### config.mk
export PLATFORM = sky130hd
export DESIGN_NAME = rhht_queue
export DESIGN_NICKNAME = d
export VERILOG_FILES = /design/src/hdl/rhht_pkg.sv /design/src/hdl/rhht_queue.sv
export SDC_FILE = /design/constraint.sdc
export NUM_CORES = 1
export LEC_CHECK = 0
export BUFFER_PORTS_ARGS = -buffer_cell sky130_fd_sc_hd__buf_2
export CELL_PAD_IN_SITES_DETAIL_PLACEMENT = 0
export CELL_PAD_IN_SITES_GLOBAL_PLACEMENT = 1
export CORE_MARGIN = 2
export CORE_UTILIZATION = 48
export CTS_CLUSTER_DIAMETER = 80
export CTS_CLUSTER_SIZE = 20
export DETAILED_ROUTE_END_ITERATION = 10
export MAX_ROUTING_LAYER = met4
export PLACE_DENSITY_LB_ADDON = 0.2
export SLEW_MARGIN = 15
export SYNTH_ARGS = -nofsm -noshare
export SYNTH_HDL_FRONTEND = slang
export SYNTH_SLANG_ARGS = --single-unit
### constraint.sdc
create_clock -name clk -period 19 [get_ports clk]
set_clock_uncertainty 0.1 [all_clocks]
set_input_delay 0 -clock clk [delete_from_list [all_inputs] [get_ports clk]]
set_output_delay 0 -clock clk [all_outputs]
set_load 0.02 [all_outputs]
### src/hdl/rhht_pkg.sv
// Package for the Robin Hood hash table: sizes, codes, payload structs,
// HalfSipHash round function. No dependencies.
package rhht_pkg;
  localparam int TableSlots = 1024;
  localparam int SlotBits = $clog2(TableSlots);
  localparam int CountBits = SlotBits + 1;
  localparam int MaxKeyBytes = 8;
  localparam int LoadNum = 885;
  localparam int LoadShift = 10;
  localparam logic [CountBits-1:0] LoadLimit = CountBits'((TableSlots * LoadNum) >> LoadShift);
  localparam int EntryBits = 1 + 64 + 4 + 32 + CountBits + 32;

  localparam logic [1:0] OpFind = 2'd0;
  localparam logic [1:0] OpInsert = 2'd1;
  localparam logic [1:0] OpRemove = 2'd2;

  localparam logic [1:0] StOk = 2'd0;
  localparam logic [1:0] StNotFound = 2'd1;
  localparam logic [1:0] StDup = 2'd2;
  localparam logic [1:0] StFull = 2'd3;

  typedef struct packed {
    logic [1:0]  operation;
    logic [63:0] key_bytes;
    logic [3:0]  key_length;
    logic [31:0] value;
  } cmd_t;

  typedef struct packed {
    logic [1:0]  status;
    logic [31:0] result_value;
    logic [10:0] occupancy;
  } res_t;

  // hashed job passed from front to back
  typedef struct packed {
    logic [1:0]  operation;
    logic [63:0] key;
    logic [3:0]  len;
    logic [31:0] hash;
    logic [31:0] value;
  } job_t;

  // slot entry as stored in RAM; disp is the probe distance from home
  typedef struct packed {
    logic                 used;
    logic [63:0]          key;
    logic [3:0]           len;
    logic [31:0]          hash;
    logic [CountBits-1:0] disp;
    logic [31:0]          payload;
  } entry_t;

  function automatic logic [127:0] sip_round(input logic [127:0] vin);
    logic [31:0] v0, v1, v2, v3;
    begin
      {v3, v2, v1, v0} = vin;
      v0 = v0 + v1; v1 = {v1[26:0], v1[31:27]}; v1 = v1 ^ v0; v0 = {v0[15:0], v0[31:16]};
      v2 = v2 + v3; v3 = {v3[23:0], v3[31:24]}; v3 = v3 ^ v2;
      v0 = v0 + v3; v3 = {v3[24:0], v3[31:25]}; v3 = v3 ^ v0;
      v2 = v2 + v1; v1 = {v1[18:0], v1[31:19]}; v1 = v1 ^ v2; v2 = {v2[15:0], v2[31:16]};
      return {v3, v2, v1, v0};
    end
  endfunction
endpackage

### src/hdl/rhht_queue.sv
// Two-entry job queue between front and back end.
// Uses rhht_pkg.
module rhht_queue (
  input  logic           clk,
  input  logic           rst,
  input  logic           in_valid,
  input  rhht_pkg::job_t in_job,
  output logic           in_ready,
  output logic           out_valid,
  output rhht_pkg::job_t out_job,
  input  logic           out_ready
);
  import rhht_pkg::*;

  job_t buf_q [2];
  logic wptr, rptr;
  logic [1:0] count;

  assign in_ready = (count != 2'd2);
  assign out_valid = (count != 2'd0);
  assign out_job = buf_q[rptr];

  always_ff @(posedge clk) begin
    if (in_valid && in_ready) buf_q[wptr] <= in_job;
  end

  always_ff @(posedge clk) begin
    if (rst) begin
      wptr <= 1'b0;
      rptr <= 1'b0;
      count <= 2'd0;
    end else begin
      if (in_valid && in_ready) wptr <= ~wptr;
      if (out_valid && out_ready) rptr <= ~rptr;
      count <= count + 2'(in_valid && in_ready) - 2'(out_valid && out_ready);
    end
  end

  assert property (@(posedge clk) disable iff (rst) count <= 2'd2)
    else $error("queue count overflow");
  assert property (@(posedge clk) disable iff (rst)
                   (count == 2'd0 && in_valid) |=> count == 2'd1)
    else $error("push into empty queue lost");
  assert property (@(posedge clk) disable iff (rst)
                   (wptr == rptr) |-> (count == 2'd0 || count == 2'd2))
    else $error("queue pointers disagree with count");
endmodule

# Yosys cells after proc, flatten, opt, wreduce, memory -nomap -nowiden
# Memory sizes are Yosys's and may differ from the RTL's. A register that Yosys moved wholly into a read port is not among the register bits.
# Index checks and enable logic that the tools add are counted.
# Widths: inputs -> output; s select.
# word_totals
inputBits	138
output_inout_bits	136
elab_cells	16
n_memories	1
ram_bits	268
reg_bits	4
# mem_list
memory	depth	word_bits	read_ports	rd_clocked_by_memory_dff	write_ports	line	source
buf_q	2	134	1	1	1	rhht_queue.sv:15	job_t buf_q [2];
# op_classes
muxes	4
reduce_logical	3
n_eq_ne	1
bitwise	2
n_addsub	2
# op_table
cell	count
$mux 1	4
$add 2x1->2	1
$logic_and 1x1->1	2
$ne 2x2->1 const B	1
$not 1->1	2
$reduce_bool 2->1	1
$sub 2x1->2	1

# Depth between registers and ports, before layout
# logic_depth
depth_word	4
mapped_depth	8

# Worst setup path before layout
# Ideal clock, no wire load.
# synth_path
path_kind	register to register
startpoint	register count[0]
endpoint	memory buf_q[0][0] (netlist bit) (enable)
required_time_ns	18.271
period_less_slack_ns	7.039
slack_ns	11.961
stages_incl_launch_ff	4
n_path_buf	0
arrival_ns	6.310
path_cell_list	dfxtp_1 nand2b_1 nand2_1 nor2_1
# synth_via
elab_chain_cells	4
# synth_lines
element	line	source
start, declared	rhht_queue.sv:17	logic [1:0] count;
start signal, assigned	rhht_queue.sv:35	count <= count + 2'(in_valid && in_ready) - 2'(out_valid && out_ready);
$ne 2x2->1	rhht_queue.sv:19	assign in_ready = (count != 2'd2);
net in_ready	rhht_queue.sv:8	output logic in_ready,
$logic_and 1x1->1	rhht_queue.sv:24	if (in_valid && in_ready) buf_q[wptr] <= in_job;
$mux 1	rhht_queue.sv:24	
$mux 1 (implied by the code)	rhht_queue.sv:24	
end, declared	rhht_queue.sv:15	
# The timed path passes the listed nets, and every way through them passes these cells.

==> results by group <==
Status
  – Outcome: completed

Synthesis
  – Mean area per synthesized cell: 23.0 um^2
  – Flip-flop cell with the highest count after synthesis: sky130_fd_sc_hd__edfxtp_1
  – Sequential area share after synthesis: 80.4%
  – Cells after synthesis: 441
  – Post-synth top area share: 79.4%
  – Largest family of logic cells by synthesized area: multiplexers
  – Post-synth EDFFs: 268
  – Synth area leaders: sky130_fd_sc_hd__edfxtp_1 79%, sky130_fd_sc_hd__mux2_4 8.9%, sky130_fd_sc_hd__mux2_2 8.3%
  – Syn Nets: 581
  – Largest area contributor in the netlist: sky130_fd_sc_hd__edfxtp_1
  – Synthesized flop and latch total: 273
  – Synthesized-area fraction occupied by xor and xnor cells: 0.259%
  – Synthesized cell area: 0.0101 mm^2
  – Compound-Gate Fraction of Synth Area: 0.0741%
  – Commonest cells in the netlist: 268 x sky130_fd_sc_hd__edfxtp_1, 75 x sky130_fd_sc_hd__mux2_2, 60 x sky130_fd_sc_hd__mux2_4
  – Proportion of synthesized flip-flops having asynchronous set or reset: 0%
  – Synthesis warning total: 0
  – Arithmetic-cell share of the synthesized area counting full adders, half adders and majority gates: 0.247%
  – Simple logic cell fraction of the synthesized area: 0.531%
  – Netlist cell types: 17
  – Share of synthesized area spent on multiplexers: 17.2%
  – Most common cell in the synthesized netlist: sky130_fd_sc_hd__edfxtp_1

CTS
  – Number of buffers inserted during clock tree synthesis: 17
  – Clock sink total: 273
  – TritonCTS clock tree: built
  – Buffers inserted during post-CTS setup optimization: 0
  – Buffer type at the clock tree root: sky130_fd_sc_hd__clkbuf_16
  – Post-cts resize count: 0
  – Max Buffers Root-to-Sink: 3
  – Reg clk slew, reported paths: 0.08 ns
  – Level count of the clock H-tree: 1
  – Clock latency on the worst-skew pair: 0.47 ns
  – CTS Hold Buffers Added: 138

Global routing
  – Vias in the first global route: 5950
  – Global-route wire length before repair: 30300 um
  – Initial antenna violation count: 1
  – Overall track demand over capacity in global routing: 18.1%
  – Met3 track demand over resource in global routing: 4.13%
  – Residual overflow from global routing: 0
  – Gr busiest metal: met2
  – Pin count of the biggest net entering global routing: 76
  – Met2 usage in global routing: 31.2%
  – GRT met1 Usage: 21.7%

Min path
  – Worst min-delay path category: in -> reg

Route
  – TritonRoute pass-1 iters: 4
  – Via density per instance: 4.85
  – Initial DRC count: 191
  – Routed length per instance: 17.7 um
  – Post-DRT Antenna Nets: 0
  – Routed via count: 5559
  – Remaining DRCs: 0
  – Total detailed-routing wirelength: 20300 um

Timing
  – Upper clock frequency limit: 308 MHz
  – Final setup violating endpoints: 0
  – Actual transition at the worst max-transition pin: 1.07 ns
  – Post-route worst setup slack: 15.75 ns
  – Number of hold violations in the final report: 0
  – Tcrit/Tclk final: 17.1%
  – Fin crit period: 3.25 ns
  – Relative slew slack: 28.8%
  – Max Transition Viols Final: 0
  – Unrepaired setup endpoints after global routing: false
  – Total negative slack for setup checks: 0 ns

Setup path
  – Highest cell delay on the worst timing path: 1.07 ns
  – Kind of cell adding the most delay to the critical path: buffers and inverters
  – Required @ worst endpoint: 18.90 ns
  – Element type at the critical path start: register
  – Path type of the worst setup path: reg -> out
  – Cells traversed along the worst timing path: buf_4 -> mux2_2 -> buf_2
  – Arrival @ worst endpoint: 3.15 ns
  – Buffers plus inverters on the worst setup path: 2
  – Slowest stage cell, crit path: sky130_fd_sc_hd__dfxtp_4
  – Setup crit end kind: output pin
  – Highest net fanout along the worst path: 75

Layout
  – Register area: 0.00815 mm^2
  – Growth of design area from synthesis to finish: 34.6%
  – FILL cells: 1482
  – Area of the multi-input gates: 0.00187 mm^2
  – Nets: 1000
  – Share of post-route cells with drive strength above 1: 50.1%

Place
  – Routability congestion estimate: 0.756
  – HPWL after DPL: 12600 um
  – Quantity of I/O buffers inserted on ports: 273
  – Pre-CTS WS: 16.06 ns

Floorplanning
  – Y dimension of the die: 149 um
  – Die Span X: 149 um
  – Starting density of the core: 48.5%
  – Core area: 0.0209 mm^2
  – Placement row count: 53
  – I/O pin cnt: 274
  – Die area: 0.0223 mm^2

Power
  – Worst supply voltage drop on vdd: 0.0706 mV
  – Leakage power summed over all cells: 5.22 nW
  – Power density cells: 119 mW/mm^2

Job
  – Number of max-capacitance violations reported: 0
## final cells by class
cell class              instances  share of cell area, %
clock buffers                  28                   3.57
clock inverters                 1                 0.0367
multi-input cells             152                   13.7
repair buffers                415                   20.4
flip-flops and latches        273                   59.8
diodes                          1                 0.0183
inverters                       1                 0.0275
well taps                     275                   2.52
## metrics by stage
stage	power [mW]	hold slack (ns)	area (um^2)	cells	utilization, %
5_1_grt	1.70	0.135	13600	1146	65.3
2_1_floorplan	1.14	-0.0284	10100	441	-
4_1_cts	1.64	0.119	13600	1145	65.3
6_report	1.62	0.137	13600	1146	65.3
3_5_place_dp	1.27	0.0912	11800	978	56.3
3_3_place_gp	1.26	0.0868	11800	978	56.3
## cell families after synthesis
logic type               count (synthesis)
adder cells (fa/ha/maj)                  2
AND/OR/NAND/NOR                         11
buffers and inverters                   16
AO/OA/AOI/OAI                            1
XOR/XNOR                                 3
multiplexers                           135
flip-flops                             273
## flip-flops by register name, indices dropped and copies added (netlist names), named ones only
signal	cells
buf_q	268
count	2
rptr	1
wptr	1
## final timing paths
| path | slack, ns | to | cells after the start | startpoint |
|---|---|---|---|---|
| setup / recovery | 15.75 | out_job[58] | 3 | register |
| hold / removal | 0.14 | buf_q[1][60] | 2 | in_job[60] |
| setup reg to reg | 16.07 | buf_q[0][129] | 5 | count[0] |
| hold reg to reg | 0.43 | rptr | 2 | rptr |
## layout by cell type (no fill, tap or decap)
cell type	count
sky130_fd_sc_hd__edfxtp_1	268
sky130_fd_sc_hd__nand2b_1	1
sky130_fd_sc_hd__nor2_1	4
sky130_fd_sc_hd__o21a_1	1
sky130_fd_sc_hd__mux2_2	75
sky130_fd_sc_hd__clkbuf_16	17
sky130_fd_sc_hd__buf_4	4
sky130_fd_sc_hd__nor2_4	1
sky130_fd_sc_hd__clkbuf_1	9
sky130_fd_sc_hd__dfxtp_1	4
sky130_fd_sc_hd__clkbuf_8	2
sky130_fd_sc_hd__mux2_4	60
sky130_fd_sc_hd__or2_2	1
sky130_fd_sc_hd__nand2_1	1
sky130_fd_sc_hd__clkinv_2	1
sky130_fd_sc_hd__dfxtp_4	1
sky130_fd_sc_hd__xnor2_1	2
sky130_fd_sc_hd__ha_1	2
sky130_fd_sc_hd__and3_4	1
sky130_fd_sc_hd__diode_2	1
sky130_fd_sc_hd__dlygate4sd3_1	138
sky130_fd_sc_hd__nor2b_1	2
sky130_fd_sc_hd__inv_1	1
sky130_fd_sc_hd__buf_2	273
sky130_fd_sc_hd__xor2_1	1
## power by group
group	internal, mW	switching [mW]
logic	0.212	0.262
registers	0.757	0.0394
clock network	0.176	0.178
## per-layer routing
layer	up-vias	share of wire, %	wire (um)
met5	-	0	0
met4	0	2.5	498
met3	34	7.0	1420
met2	197	51	10300
met1	2752	40	8020
li1	2576	-	-
(Power assumes the default switching activity.)
